### config.mk
export PLATFORM = sky130hd
export DESIGN_NAME = lmrs_scan_seq
export DESIGN_NICKNAME = d
export VERILOG_FILES = /design/src/design/lmrs_pkg.sv /design/src/design/lmrs_scan_seq.sv
export SDC_FILE = /design/constraint.sdc
export NUM_CORES = 1
export LEC_CHECK = 0
export BUFFER_PORTS_ARGS = -buffer_cell sky130_fd_sc_hd__buf_2
export CAP_MARGIN = 20
export CELL_PAD_IN_SITES_DETAIL_PLACEMENT = 0
export CELL_PAD_IN_SITES_GLOBAL_PLACEMENT = 1
export CORE_ASPECT_RATIO = 2
export CORE_MARGIN = 5
export CORE_UTILIZATION = 45
export CTS_CLUSTER_DIAMETER = 60
export DETAILED_ROUTE_END_ITERATION = 8
export HOLD_SLACK_MARGIN = 0.02
export PLACE_DENSITY_LB_ADDON = 0.1
export SLEW_MARGIN = 25
export SYNTH_ARGS = -nofsm -noshare
export SYNTH_HDL_FRONTEND = slang
export SYNTH_SLANG_ARGS = --single-unit
### constraint.sdc
create_clock -name clk -period 2.8 [get_ports clk]
set_clock_uncertainty 0.2 [all_clocks]
set_input_delay 0.14 -clock clk [delete_from_list [all_inputs] [get_ports clk]]
set_output_delay 0.14 -clock clk [all_outputs]
set_load 0.05 [all_outputs]
### src/design/lmrs_pkg.sv
// Shared types and constants for the LED matrix row scan unit.
// Pixel flag layout, plane codes, request codes and the result record.
// No dependencies.
`timescale 1ns / 1ps
`default_nettype none

package lmrs_pkg;

  // Fixed field widths of the request and result ports
  localparam int XW        = 6;
  localparam int YW        = 5;
  localparam int CHW       = 8;
  localparam int BYTE_W    = 8;
  localparam int BIDX_W    = 6;
  localparam int ROWSEL_W  = 4;

  // Request codes
  localparam logic REQ_PIXEL = 1'b0;
  localparam logic REQ_TICK  = 1'b1;

  // One stored pixel: one lit flag per colour
  localparam int PIX_W        = 3;
  localparam int LIT_RED_BIT   = 0;
  localparam int LIT_GREEN_BIT = 1;
  localparam int LIT_BLUE_BIT  = 2;

  typedef logic [PIX_W-1:0] pix_t;

  // Position of the last bit within a serial byte
  localparam logic [2:0] BIT_LAST = 3'd7;

  // Plane order within each half of the panel
  typedef enum logic [1:0] {
    PLANE_BLUE,
    PLANE_GREEN,
    PLANE_RED
  } plane_t;

  // One serial byte with its side fields
  typedef struct packed {
    logic [BYTE_W-1:0]   serial_byte;
    logic [BIDX_W-1:0]   byte_index;
    logic                last_byte;
    logic [ROWSEL_W-1:0] row_select;
    logic                display_on;
  } out_item_t;

  // Pick the flag of one plane out of a stored pixel
  function automatic logic plane_bit(input plane_t p, input pix_t v);
    logic b;
    case (p)
      PLANE_BLUE:  b = v[LIT_BLUE_BIT];
      PLANE_GREEN: b = v[LIT_GREEN_BIT];
      PLANE_RED:   b = v[LIT_RED_BIT];
      default:     b = 1'b0;
    endcase
    return b;
  endfunction

endpackage

`default_nettype wire

### src/design/lmrs_scan_seq.sv
// Scan sequencer: walks one scan line bit by bit through the frame store,
// packs the plane bits into serial bytes and holds them in an output register.
// Uses lmrs_pkg.
`timescale 1ns / 1ps
`default_nettype none

module lmrs_scan_seq #(
  parameter int COLUMNS       = 64,
  parameter int ROWS_PER_HALF = 16,
  parameter int AW            = 11
) (
  input  wire logic                clk,
  input  wire logic                rst,
  input  wire logic                start,
  output logic                     busy,
  output logic                     rd_en,
  output logic [AW-1:0]            rd_addr,
  input  wire lmrs_pkg::pix_t      rd_data,
  output logic                     out_valid,
  input  wire logic                out_stall,
  output lmrs_pkg::out_item_t      out_item
);

  localparam int TOTAL_BITS  = 6 * COLUMNS;
  localparam int TOTAL_BYTES = (TOTAL_BITS + 7) / 8;
  localparam int LW          = $clog2(ROWS_PER_HALF);
  localparam int RW          = $clog2(2 * ROWS_PER_HALF);
  localparam int CL          = $clog2(COLUMNS);
  localparam int KW          = $clog2(TOTAL_BYTES);

  localparam logic [AW-1:0] COLS_A   = AW'(COLUMNS);
  localparam logic [CL-1:0] COL_LAST = CL'(COLUMNS - 1);
  localparam logic [KW-1:0] BYTE_END = KW'(TOTAL_BYTES - 1);
  localparam logic [LW-1:0] LINE_END = LW'(ROWS_PER_HALF - 1);

  typedef enum logic [1:0] {
    S_IDLE,
    S_READ,
    S_DRAIN,
    S_PUSH
  } state_t;

  state_t           state;
  logic [LW-1:0]    line;
  logic [LW-1:0]    line_next;
  logic             half;
  lmrs_pkg::plane_t plane;
  logic [CL-1:0]    col;
  logic             done_bits;
  logic [2:0]       bit_cnt;
  logic [KW-1:0]    byte_cnt;
  logic             pend_live;
  logic             pend_read;
  lmrs_pkg::plane_t pend_plane;
  logic             pend_bit;
  logic [7:0]       acc;
  logic             out_free;
  logic             push;
  logic             last;
  logic [RW-1:0]    row_base;
  logic [RW-1:0]    row;
  logic [CL-1:0]    mcol;
  logic [KW+lmrs_pkg::BIDX_W-1:0]   bidx_ext;
  logic [LW+lmrs_pkg::ROWSEL_W-1:0] line_ext;

  // Address of the current bit: mirrored column, row counted down from the half's end
  always_comb begin
    row_base = half ? RW'(2 * ROWS_PER_HALF - 1) : RW'(ROWS_PER_HALF - 1);
    row      = row_base - RW'(line);
    mcol     = COL_LAST - col;
    rd_addr  = AW'(row) * COLS_A + AW'(mcol);
    rd_en    = (state == S_READ) && !done_bits;
  end

  always_comb begin
    busy      = (state != S_IDLE);
    out_free  = !out_valid || !out_stall;
    push      = (state == S_PUSH) && out_free;
    last      = (byte_cnt == BYTE_END);
    line_next = (line == LINE_END) ? '0 : line + LW'(1);
    pend_bit  = pend_read & lmrs_pkg::plane_bit(pend_plane, rd_data);
    bidx_ext  = {{lmrs_pkg::BIDX_W{1'b0}}, byte_cnt};
    line_ext  = {{lmrs_pkg::ROWSEL_W{1'b0}}, line};
  end

  // Sequencer state, bit walk counters and output register
  always_ff @(posedge clk) begin
    if (rst) begin
      state     <= S_IDLE;
      line      <= '0;
      out_valid <= 1'b0;
      pend_live <= 1'b0;
      pend_read <= 1'b0;
    end else begin
      // Track the read in flight and shift its bit in once its registered data is back
      pend_live  <= (state == S_READ);
      pend_read  <= rd_en;
      pend_plane <= plane;
      if (pend_live) begin
        acc <= {acc[6:0], pend_bit};
      end

      // Load the held byte on a push, drop it once taken
      out_valid <= push | (out_valid & out_stall);

      case (state)
        S_IDLE: begin
          if (start) begin
            half      <= 1'b0;
            plane     <= lmrs_pkg::PLANE_BLUE;
            col       <= '0;
            done_bits <= 1'b0;
            bit_cnt   <= '0;
            byte_cnt  <= '0;
            state     <= S_READ;
          end
        end
        S_READ: begin
          bit_cnt <= bit_cnt + 3'd1;
          // Advance column, then plane, then half
          if (!done_bits) begin
            if (col == COL_LAST) begin
              col <= '0;
              case (plane)
                lmrs_pkg::PLANE_BLUE:  plane <= lmrs_pkg::PLANE_GREEN;
                lmrs_pkg::PLANE_GREEN: plane <= lmrs_pkg::PLANE_RED;
                default: begin
                  plane <= lmrs_pkg::PLANE_BLUE;
                  if (half) begin
                    done_bits <= 1'b1;
                  end
                  half <= 1'b1;
                end
              endcase
            end else begin
              col <= col + CL'(1);
            end
          end
          if (bit_cnt == lmrs_pkg::BIT_LAST) begin
            state <= S_DRAIN;
          end
        end
        S_DRAIN: begin
          state <= S_PUSH;
        end
        S_PUSH: begin
          // Hand the finished byte over when the output register is free
          if (out_free) begin
            out_item.serial_byte <= acc;
            out_item.byte_index  <= bidx_ext[lmrs_pkg::BIDX_W-1:0];
            out_item.last_byte   <= last;
            out_item.row_select  <= last ? line_ext[lmrs_pkg::ROWSEL_W-1:0] : '0;
            out_item.display_on  <= last;
            if (last) begin
              line  <= line_next;
              state <= S_IDLE;
            end else begin
              byte_cnt <= byte_cnt + KW'(1);
              bit_cnt  <= '0;
              state    <= S_READ;
            end
          end
        end
        default: begin
          state <= S_IDLE;
        end
      endcase
    end
  end

`ifndef SYNTH
  a_disp_last: assert property (@(posedge clk) disable iff (rst)
    out_valid |-> (out_item.display_on == out_item.last_byte))
    else $error("display enable seen off the last byte");

  a_read_len: assert property (@(posedge clk) disable iff (rst)
    (state == S_READ && bit_cnt == lmrs_pkg::BIT_LAST) |=> (state == S_DRAIN))
    else $error("byte read phase did not end after eight bits");

  a_line_adv: assert property (@(posedge clk) disable iff (rst)
    (state == S_PUSH && out_free && last) |=> (line == $past(line_next)))
    else $error("scan line did not advance after the last byte");

  a_byte_range: assert property (@(posedge clk) disable iff (rst)
    (state != S_IDLE) |-> (byte_cnt <= BYTE_END))
    else $error("byte counter ran past the row transfer");

  a_free_push: assert property (@(posedge clk) disable iff (rst)
    (out_valid && out_stall) |=> out_valid)
    else $error("held byte dropped while stalled");
`endif

endmodule

`default_nettype wire

Word level (Yosys, flattened, before mapping)
Cells that the tools add are included.
Widths: inputs -> output; s select.
- register bits after elaboration: 57
- input port bits: 7
- output and inout port bits: 34
- logic and storage cells: 103
- $add $sub $neg: 7
- equal/unequal tests: 17
- multiplexer cells: 34
- bitwise logic cells: 4
- reduce and logical (&&, ||, !) cells: 24
- operator list (operator ; number):
    $mux 6 ; 5
    $pmux 6 s2 ; 2
    $reduce_and 5->1 ; 3
    $add 6x1->6 const B ; 2
    $eq 6x6->1 const B ; 2
    $mux 2 ; 6
    $reduce_and 3->1 ; 4
    $add 11x6->11 ; 1
    $ne 2x2->1 const B ; 5
    $mux 1 ; 9
    $mux 3 ; 3
    $pmux 3 s3 ; 1
    $pmux 2 s2 ; 2
    $pmux 2 s4 ; 1
    $eq 2x1->1 const B ; 3
    $eq 2x2->1 const B ; 3
    $logic_not 2->1 ; 3
    $reduce_and 6->1 ; 1
    $reduce_bool 2->1 ; 3
    $sub 6x6->6 const A ; 1
    $mux 5 ; 1
    $sub 5x4->5 ; 1
    $add 4x1->4 const B ; 1
    $eq 4x4->1 const B ; 1
    16 further kinds ; 22

Longest topological paths before layout
Gate-level depths: netlist (run 1).
- word-level depth: 6
- depth in mapped cells: 6
- depth with buffers taken out: 6

Worst setup path after synthesis (run 1)
No wires, ideal clock.
- kind: reg2reg
- from: register state[1]
- to: register half (enable)
- library setup time: 305 ps
- data arrival time: 1810 ps
- data required time: 2295 ps
- setup slack: 485 ps
- cell stages (with the launch flop): 7
- path buffers: 0
- period minus slack after synthesis: 2315 ps
- path through: dfxtp_1 -> inv_1 -> ha_1 -> inv_2 -> nor2_1 -> nand3_1 -> a21oi_1
- longest elaborated chain between the ends: 3
- elaborated cells between the ends (all ways): 8
- classes of those cells: eq/ne (5); reduce/logical (3)
- RTL lines (element ; line ; RTL):
    from (decl) ; lmrs_scan_seq.sv:43 ; state_t state;
    from (signal assigned) ; lmrs_scan_seq.sv:89 ; state <= S_IDLE;
    from (signal assigned) ; lmrs_scan_seq.sv:115 ; state <= S_READ;
    from (signal assigned) ; lmrs_scan_seq.sv:140 ; state <= S_DRAIN;
    $eq 2x1->1 / $logic_not 2->1 (equally long branches) ; lmrs_scan_seq.sv:106 ; case (state)
    $ne 2x1->1 (no source line), or another cell as far along ; -- ;
    $reduce_and 6->1 (no source line) (*) ; -- ;
    to (signal assigned) ; lmrs_scan_seq.sv:109 ; half <= 1'b0;
    to (signal assigned) ; lmrs_scan_seq.sv:132 ; half <= 1'b1;
    to (decl) ; lmrs_scan_seq.sv:46 ; logic half;
Every way passes the cells marked *; elsewhere a longest branch is shown, timed or not.
A chain may end at the register's enable or synchronous reset.

Worst setup path in the final report (run 1)
- from: register byte_cnt[0]
- to: register bit_cnt[2] (enable)
- longest elaborated chain between the ends: 3
- RTL lines (element ; line ; RTL):
    from (decl) ; lmrs_scan_seq.sv:51 ; logic [KW-1:0] byte_cnt;
    from (signal assigned) ; lmrs_scan_seq.sv:158 ; byte_cnt <= byte_cnt + KW'(1);
    $eq 6x6->1 ; lmrs_scan_seq.sv:79 ; last = (byte_cnt == BYTE_END);
    $ne 2x2->1 (no source line) ; -- ;
    $reduce_and 5->1 (no source line) ; -- ;
    to (signal assigned) ; lmrs_scan_seq.sv:119 ; bit_cnt <= bit_cnt + 3'd1;
    to (decl) ; lmrs_scan_seq.sv:50 ; logic [2:0] bit_cnt;
No other way between the ends.

==> flow_summary_export.csv, run 1 <==
group,metric,value,unit
clock_tree,cts.sinks,57,
clock_tree,cts.reportedPaths.clkPinSlew,0.07,ns
drt,routed_wire_length_per_instance,15.12,um
timing,final.setup.tns,0,ns
synth,synth_sequential_area_ratio,67.71,%
pwr,max-vdd-ir-drop,0.7369,mV
die,initial_utilization,46.19,%
die,rows,37,
clock_tree,ctsResizeCount,0,
global_routing,grt_first_pass_wirelength,7.293,mm
timing,timing.final.crit_share,79.51,%
synth,async_reset_ff_share,0,%
clock_tree,tritoncts,"yes",
synth,post_synth_instance_area,0.002395,mm^2
timing,slew_viol_final,0,
worst_setup_path,critical_path.most_common_cell,"nand2_1",
timing,grt_setup_unrepaired,"no",
drt,route.final.wire_length,4.416,mm
die,dieWidth,61.59,um
synth,yosys_warnings,0,
status,status,"finished, final reports clean",
worst_setup_path,cp_max_fo,8,
synth,yosysTopAreaCell,"edfxtp_1",
worst_setup_path,critical_path.slowest_cell,"a211oi_1",
worst_setup_path,criticalPathCategory,"flip-flop to flip-flop",
global_routing,gr-usage-all-layers,14.40,%
drt,post_drt_via_cell_ratio,5.099,
synth,number_of_enable_type_register_cells_in_the_synthesized_netlist,48,
timing,maximum_achievable_frequency,449.2,MHz
synth,synth_ff_type,"edfxtp_1",
worst_setup_path,worst_path_dominant_cell_family,"simple AND/OR/NAND/NOR gates",
global_routing,global_route_total_overflow,0,
finish,multi_input_area,686.9,um^2
worst_setup_path,required,2.58,ns
synth,ys_seq_elements,57,
clock_tree,clock_path_buffers,2,
die,io_pins,41,
finish,drive_above_1_share,26.50,%
die,placeable_core_region,0.005185,mm^2
clock_tree,cts_inserted_buffers,9,
worst_setup_path,timing.critical_path.cells,"ha_1 > and3_4 > nand2_1 > nand2_1 > a211oi_1",
worst_setup_path,critical_path_arrival,2.00,ns
placement,globalplace.congestion,0.7897,
finish,flip_flop_and_latch_area,0.001622,mm^2
synth,synth_area_per_cell,13.38,um^2
timing,max_slew_headroom,53.83,%
synth,synth_cell_type_count,34,
drt,antenna_violating_nets_post_route,0,
drt,drc_violations,0,
timing,worst-slew-pin-transition,0.6912,ns
placement,post-place-ws,0.5712,ns
finish,filler_cell_count,439,
synth,leading_post_synthesis_cells_by_cell_area,"edfxtp_1 60%, dfxtp_1 7.5%, ha_1 5.2%, and2_1 2.9%, nor2_1 2.8%",
die,die_height,113.2,um
flow_run,timing.max_cap.violations,0,
finish,synthToLayoutAreaGrowth,20.69,%
synth,syn_inst,179,
synth,synthesis.nets,196,
clock_tree,htree_levels,3,
timing,setup_slack,0.5739,ns
pwr,reported_leakage_power,0.001159,uW
timing,number_of_failing_hold_endpoints_at_the_final_stage,0,
pwr,power_density_over_the_cells,941.2,mW/mm^2
worst_setup_path,crit_path_start_kind,"flip-flop",
placement,port-buffer-count,40,
die,dieArea,0.006969,mm^2
worst_setup_path,critPathMaxStageDelay,0.46,ns
clock_tree,clock_latency,0.33,ns
synth,synthMostInstantiatedCell,"edfxtp_1",
drt,number_of_drc_violations_after_detailed_routing_iteration_0,26,
placement,dp_hpwl,3.309,mm
finish,antenna-diode-count,0,
hold_path,hold_path_class,"input port to flip-flop",
clock_tree,clock_tree.root_cell,"clkbuf_8",
global_routing,number_of_antenna_violations_at_the_first_check_in_global_routing,0,
global_routing,first_global_vias,1616,
synth,synth_top_cells_by_count,"48 x edfxtp_1, 18 x nor2_1, 16 x inv_1",
clock_tree,cts_setup_buffers,0,
timing,setup_violations,0,
drt,vias,1489,
global_routing,grt_start_max_net_pins,20,
synth,synth_largest_type_area_fraction,60.19,%
worst_setup_path,crit_path_end_kind,"flip-flop",
worst_setup_path,path_buf_inv,0,
finish,final_net_count,246,
drt,detailed_routing_iteration_count_for_the_pre_antenna_repair_pass,4,
timing,finalWorstPathRequiredPeriod,2.226,ns
-- metrics by stage --
stage	power (uW)	std cells	hold slack, ns	area, um^2	util, %
2_1_floorplan	1730	179	0.08070	2395	-
3_3_place_gp	1871	274	0.2143	2653	51.16
3_5_place_dp	1904	274	0.2308	2653	51.16
4_1_cts	2748	292	0.07486	2890	55.74
5_1_grt	2862	292	0.07904	2890	55.74
6_report	2720	292	0.07628	2890	55.74
-- cell usage in the layout, fill, tap and decap left out, types with 2 or more instances in the layout --
cell type and count:
clkinv_2 2, ha_1 10, nor2b_1 3, inv_1 16, nand4_1 2, and3_1 4
and2_1 11, nor3_1 3, dfxtp_1 9, a21oi_1 6, nand3_1 6, xor2_1 2
buf_2 40, edfxtp_1 48, nor2_1 18, nand2_1 9, bufinv_16 2, clkinvlp_4 2
mux2i_1 3, o21ai_0 3, dlygate4sd3_1 2, xnor2_1 7, clkbuf_8 9
-- layer usage --
metal / global-route usage, % / vias up / wire, um
met1: 14.53 / 704 / 1630
met2: 24.98 / 48 / 2407
met3: 4.909 / 5 / 303
met4: 6.941 / 0 / 74
met5: 0 / - / 0
li1: - / 732 / -
-- kinds of logic after synthesis --
logic type / share of synthesized area, %
AOI/OAI and AO/OA: 4.493
xor gates and xnor gates: 3.292
adders and majority gates: 5.225
buffers and inverters: 3.605
DFF: 67.71
muxes: 1.254
and+or+nand+nor: 14.42
-- area by class of cell --
class	instances	share of cell area [%]
inverters	17	2.208
flip-flops and latches	57	56.10
well taps	58	2.511
clock inverters	7	3.247
repair buffers	43	7.879
multi-input cells	101	23.77
clock buffers	9	4.286
-- where the power goes --
| part | leakage (uW) | switching (uW) | internal [uW] |
|---|---|---|---|
| Sequential | 0.000525 | 95.6 | 1100 |
| Clock | 0.000106 | 338 | 500 |
| Combinational | 0.000529 | 477 | 207 |
| Total | 0.00116 | 910 | 1810 |
-- registers in the layout, indices dropped and copies added (netlist names) --
| register | count |
|---|---|
| out_valid | 1 |
| half | 1 |
| pend_live | 1 |
| col | 6 |
| acc | 8 |
| line | 4 |
| bit_cnt | 3 |
| plane | 2 |
| byte_cnt | 6 |
| out_item | 19 |
| done_bits | 1 |
| pend_plane | 2 |
| state | 2 |
| pend_read | 1 |
-- worst reg2reg max path, cell delays in order, from the launching register on --
cell and delay (ns):
edfxtp_1 0.45, ha_1 0.26, and3_4 0.21, nand2_1 0.21
nand2_1 0.09, a211oi_1 0.46
-- final timing paths --
path                            depth (start not counted)  slack (ns)            to        start
worst max-delay path                                    5        0.57    bit_cnt[2]  byte_cnt[0]
worst min-delay path                                    4        0.08        acc[0]   rd_data[0]
worst max register to register                          5        0.57    bit_cnt[2]  byte_cnt[0]
worst min register to register                          0        0.24  out_item[19]       acc[7]
-- repair_timing --
item	in CTS	in global routing
endpoints found under the hold margin	7	0
hold buffers	2	0
endpoints found under the setup margin	0	0
(Power assumes the default switching activity.)
==> run 2, diff against run 1 <==
Clock period 2.8 ns to 2.15 ns, I/O delays scaled along.
==> flow_summary_export.csv, run 2 (synthesis gave the netlist of run 1 again) <==
group,metric,value,unit
worst_setup_path,timing.critical_path.cells,"inv_1 > ha_1 > clkinvlp_4 > o21ai_0 > buf_4 > a211oi_1 > buf_4",
clock_tree,cts.reportedPaths.clkPinSlew,0.07,ns
worst_setup_path,critical_path_arrival,1.87,ns
timing,final.setup.tns,0,ns
drt,post_drt_via_cell_ratio,5.003,
die,initial_utilization,46.19,%
finish,biggestRegsByFlops,"out_item x19, acc x8",
drt,routed_wire_length_per_instance,14.77,um
global_routing,first_global_vias,1570,
die,io_pins,41,
drt,number_of_drc_violations_after_detailed_routing_iteration_0,18,
finish,synthToLayoutAreaGrowth,24.24,%
worst_setup_path,criticalPathCategory,"flip-flop to flip-flop",
global_routing,grt_first_pass_wirelength,7.182,mm
timing,grt_setup_unrepaired,"no",
worst_setup_path,critical_path.slowest_cell,"dfxtp_1",
clock_tree,clock_tree.root_cell,"clkbuf_8",
timing,setup_violations,0,
worst_setup_path,critical_path.most_common_cell,"buf_4",
clock_tree,htree_levels,3,
hold_path,min_delay_worst_endpoint,"acc[0]",
die,rows,37,
worst_setup_path,required,1.99,ns
finish,postLayoutCoreUtil,57.38,%
clock_tree,cts_inserted_buffers,9,
timing,finalWorstPathRequiredPeriod,2.027,ns
clock_tree,tritoncts,"yes",
die,die_height,113.2,um
drt,detailed_routing_iteration_count_for_the_pre_antenna_repair_pass,4,
worst_setup_path,cp_max_fo,5,
pwr,max-vdd-ir-drop,0.9332,mV
clock_tree,clock_latency,0.33,ns
worst_setup_path,crit_path_start_kind,"flip-flop",
die,placeable_core_region,0.005185,mm^2
global_routing,grt_start_max_net_pins,20,
pwr,power_density_over_the_cells,1220,mW/mm^2
placement,dp_hpwl,3.416,mm
timing,timing.final.crit_share,94.28,%
finish,final_cell_mix,"48 x edfxtp_1, 40 x buf_2, 16 x nor2_1",
hold_path,hold_path_class,"input port to flip-flop",
finish,final_net_count,256,
finish,drive_above_1_share,31.15,%
global_routing,global_route_total_overflow,0,
clock_tree,cts_setup_buffers,0,
finish,layout_commonest_cell,"edfxtp_1",
timing,maximum_achievable_frequency,493.4,MHz
worst_setup_path,rr_endpoint,"bit_cnt[1]",
global_routing,number_of_antenna_violations_at_the_first_check_in_global_routing,0,
timing,number_of_failing_hold_endpoints_at_the_final_stage,0,
status,status,"finished, final reports clean",
drt,drc_violations,0,
placement,globalplace.congestion,0.7573,
die,dieWidth,61.59,um
timing,max_slew_headroom,78.41,%
worst_setup_path,reg2reg_slack,0.12,ns
pwr,reported_leakage_power,0.001202,uW
worst_setup_path,critPathMaxStageDelay,0.40,ns
hold_path,min_path_cells,4,
clock_tree,clock_path_buffers,2,
die,dieArea,0.006969,mm^2
worst_setup_path,ff2ff_path_depth,7,
drt,antenna_violating_nets_post_route,0,
timing,worst-slew-pin-transition,0.3236,ns
hold_path,hold_path.startpoint,"rd_data[0]",
clock_tree,cts.sinks,57,
finish,largest_reg_flops,19,
finish,antenna-diode-count,0,
worst_setup_path,crit_path_end_kind,"flip-flop",
finish,top_register,"out_item",
drt,route.final.wire_length,4.462,mm
drt,vias,1511,
global_routing,gr-usage-all-layers,14.23,%
placement,port-buffer-count,40,
worst_setup_path,rr_startpoint,"state[0]",
timing,slew_viol_final,0,
flow_run,timing.max_cap.violations,0,
-- run 2: cell count changes in the layout (fill, tap and decap cells not counted), sizes merged --
cell / previous run / this run
inv: 18 / 17
buf: 41 / 51
clkinvlp: 2 / 3
-- run 2: area by class of cell --
| class | count | area (um^2) |
|---|---|---|
| flip-flops and latches | 57 | 1622 |
| multi-input cells | 101 | 693.2 |
| clock buffers | 9 | 123.9 |
| clock inverters | 7 | 93.84 |
| fillers | 457 | 2210 |
| inverters | 17 | 67.56 |
| well taps | 58 | 72.57 |
| repair buffers | 53 | 302.8 |
-- run 2: how the worst max path moves through the flow --
stage                     startpoint          end  slack (ns)  cells after the start
after floorplan             state[0]       col[0]        0.05                      6
after global placement      state[0]       col[2]        0.14                      6
after detailed placement    state[0]       col[1]        0.04                      6
after CTS                   state[0]  byte_cnt[3]        0.04                      6
after global routing        state[0]   bit_cnt[0]       0.008                      7
final                       state[0]   bit_cnt[1]        0.12                      7
-- run 2: power breakdown --
group	total, uW	internal (uW)	switching [uW]
Combinational	988	335	654
Sequential	1560	1440	121
Clock	1080	651	433
Total	3630	2420	1210
-- run 2: metal layers --
layer,wire [um],up-vias,global-route usage (%)
li1,-,750,-
met1,1665,706,14.10
met2,2423,48,24.98
met3,278,7,4.452
met4,93,0,7.224
met5,0,-,0
-- run 2: repair_timing --
action | 4_1_cts | 5_1_grt
hold buffers | 2 | 0
setup endpoints to repair | 0 | 12
hold endpoints to repair | 10 | 0
resized for setup | 0 | 2
-- run 2: worst max-delay path, delay by kind of cell (launching register included) --
kind	cells	cell delay, ns
buf+inv	4	0.55
compound gates	2	0.34
flops	1	0.40
fa+ha+maj	1	0.25
-- run 2: through the flow --
stage          setup WS (ns)  hold WS, ns  cells  total power (uW)  area (um^2)
5_1_grt             0.008185      0.05919    302              3830         2975
2_1_floorplan        0.04750      0.04820    179              2269         2401
3_5_place_dp         0.04048       0.2273    284              2570         2734
4_1_cts              0.03748      0.03522    302              3674         2972
3_3_place_gp          0.1374       0.2092    284              2533         2734
6_report              0.1231      0.04202    302              3630         2975
==> run 3, diff against run 2 <==
Settings changed: CORE_ASPECT_RATIO 2 to not set, CORE_MARGIN 5 to 2, CTS_BUF_LIST set to sky130_fd_sc_hd__clkbuf_16.
==> flow_summary_export.csv, run 3 (synthesis gave the netlist of run 1 again) <==
group,metric,value,unit
status,status,"finished, final reports clean",
worst_setup_path,crit_path_end_kind,"flip-flop",
timing,worst-slew-pin-transition,0.3580,ns
timing,setup_violations,0,
clock_tree,clock_path_buffers,2,
hold_path,hold_path_class,"input port to flip-flop",
clock_tree,htree_levels,3,
global_routing,grt_start_max_net_pins,20,
global_routing,global_route_total_overflow,0,
drt,post_drt_via_cell_ratio,4.794,
drt,drc_violations,0,
timing,hold-worst-slack,0.04938,ns
clock_tree,cts.reportedPaths.clkPinSlew,0.05,ns
die,initial_utilization,46.89,%
global_routing,number_of_antenna_violations_at_the_first_check_in_global_routing,0,
timing,maximum_achievable_frequency,495.5,MHz
drt,antenna_violating_nets_post_route,0,
finish,top_register,"out_item",
placement,post-place-ws,0.01630,ns
drt,number_of_drc_violations_after_detailed_routing_iteration_0,92,
finish,biggestRegsByFlops,"out_item x19, acc x8",
pwr,power_density_over_the_cells,1253,mW/mm^2
worst_setup_path,crit_path_start_kind,"flip-flop",
timing,slew_viol_final,0,
finish,final_cell_mix,"48 x edfxtp_1, 40 x buf_2, 17 x inv_1",
worst_setup_path,cp_max_fo,6,
finish,final-instance-count-excl-fill,311,
timing,number_of_failing_hold_endpoints_at_the_final_stage,0,
pwr,reported_leakage_power,0.001229,uW
placement,dp_hpwl,2.871,mm
clock_tree,cts.sinks,57,
finish,layout_commonest_cell,"edfxtp_1",
die,io_pins,41,
clock_tree,cts_inserted_buffers,9,
finish,synthToLayoutAreaGrowth,26.80,%
worst_setup_path,rr_endpoint,"col[4]",
clock_tree,tritoncts,"yes",
finish,antenna-diode-count,0,
global_routing,gr-usage-all-layers,15.34,%
finish,final_net_count,253,
die,placeable_core_region,0.005107,mm^2
worst_setup_path,startpoint,"state[0]",
drt,detailed_routing_iteration_count_for_the_pre_antenna_repair_pass,4,
worst_setup_path,rr_startpoint,"state[0]",
finish,drive_above_1_share,28.22,%
die,dieArea,0.005921,mm^2
worst_setup_path,reg2reg_slack,0.13,ns
worst_setup_path,criticalPathCategory,"flip-flop to flip-flop",
drt,route.final.wire_length,3.987,mm
clock_tree,clock_tree.root_cell,"clkbuf_16",
clock_tree,clock_latency,0.32,ns
timing,timing.final.crit_share,93.86,%
finish,largest_reg_flops,19,
worst_setup_path,critical_path_arrival,1.84,ns
global_routing,first_global_vias,1500,
worst_setup_path,crit_path_end,"col[4]",
die,rows,26,
placement,globalplace.congestion,0.7657,
flow_run,timing.max_cap.violations,0,
timing,grt_setup_unrepaired,"no",
drt,routed_wire_length_per_instance,12.82,um
worst_setup_path,required,1.97,ns
die,dieWidth,76.95,um
worst_setup_path,ff2ff_path_depth,6,
placement,place.detailed.instances,292,
placement,port-buffer-count,40,
pwr,max-vdd-ir-drop,0.6447,mV
placement,placement.cell_area,0.002719,mm^2
timing,setup_slack,0.1320,ns
timing,final.setup.tns,0,ns
global_routing,grt_first_pass_wirelength,6.865,mm
die,die_height,76.95,um
timing,finalWorstPathRequiredPeriod,2.018,ns
finish,finalInstanceArea,0.003037,mm^2
timing,max_slew_headroom,75.98,%
drt,vias,1491,
run 3: repair_timing:
item | 4_1_cts | 5_1_grt
hold endpoints to repair | 10 | 0
hold buffers | 3 | 0
endpoints found under the setup margin | 0 | 17
buffers inserted | 0 | 0
resized for setup | 0 | 4
run 3: how the worst min path moves through the flow:
stage	start	endpoint	slack, ns	depth (start not counted)
after CTS	rd_data[0]	acc[0]	0.06	4
after global placement	acc[7]	out_item[19]	0.20	0
after detailed placement	acc[7]	out_item[19]	0.23	0
after global routing	rd_data[0]	acc[0]	0.08	4
final	rd_data[0]	acc[0]	0.05	4
after floorplan	out_stall	out_valid	0.05	2
run 3: area by class of cell:
type | instances | area, um^2
tap | 70 | 87.58
multi-input combinational | 101 | 698.2
clock buffer | 9 | 225.2
inverter | 17 | 67.56
sequential | 57 | 1622
timing repair buffer | 50 | 282.8
clock inverter | 7 | 53.80
fill | 430 | 2071
run 3: layer usage:
| metal | vias up | share of wire (%) | GRT usage [%] |
|---|---|---|---|
| li1 | 744 | - | - |
| met1 | 694 | 47 | 18.83 |
| met2 | 43 | 46 | 23.77 |
| met3 | 10 | 5.2 | 4.706 |
| met4 | 0 | 2.2 | 9.273 |
| met5 | - | 0 | 0 |
run 3: stage by stage:
step	utilization, %	power (uW)
CTS	59.28	3822
finish	59.46	3806
global placement	53.23	2481
detailed placement	53.23	2507
global route	59.46	4001
floorplan	-	2269
run 3: where the power goes:
part | leakage, uW | total [uW] | switching (uW) | internal, uW
Combinational | 0.000560 | 941 | 638 | 303
Clock | 0.000144 | 1310 | 437 | 870
Sequential | 0.000525 | 1560 | 119 | 1440
run 3: worst max-delay path, stage by stage (launching register included):
cell and delay, ns:
dfxtp_1 0.39, inv_1 0.11, ha_1 0.25, clkinvlp_4 0.11
o21ai_1 0.15, a21oi_1 0.24, and2_2 0.27
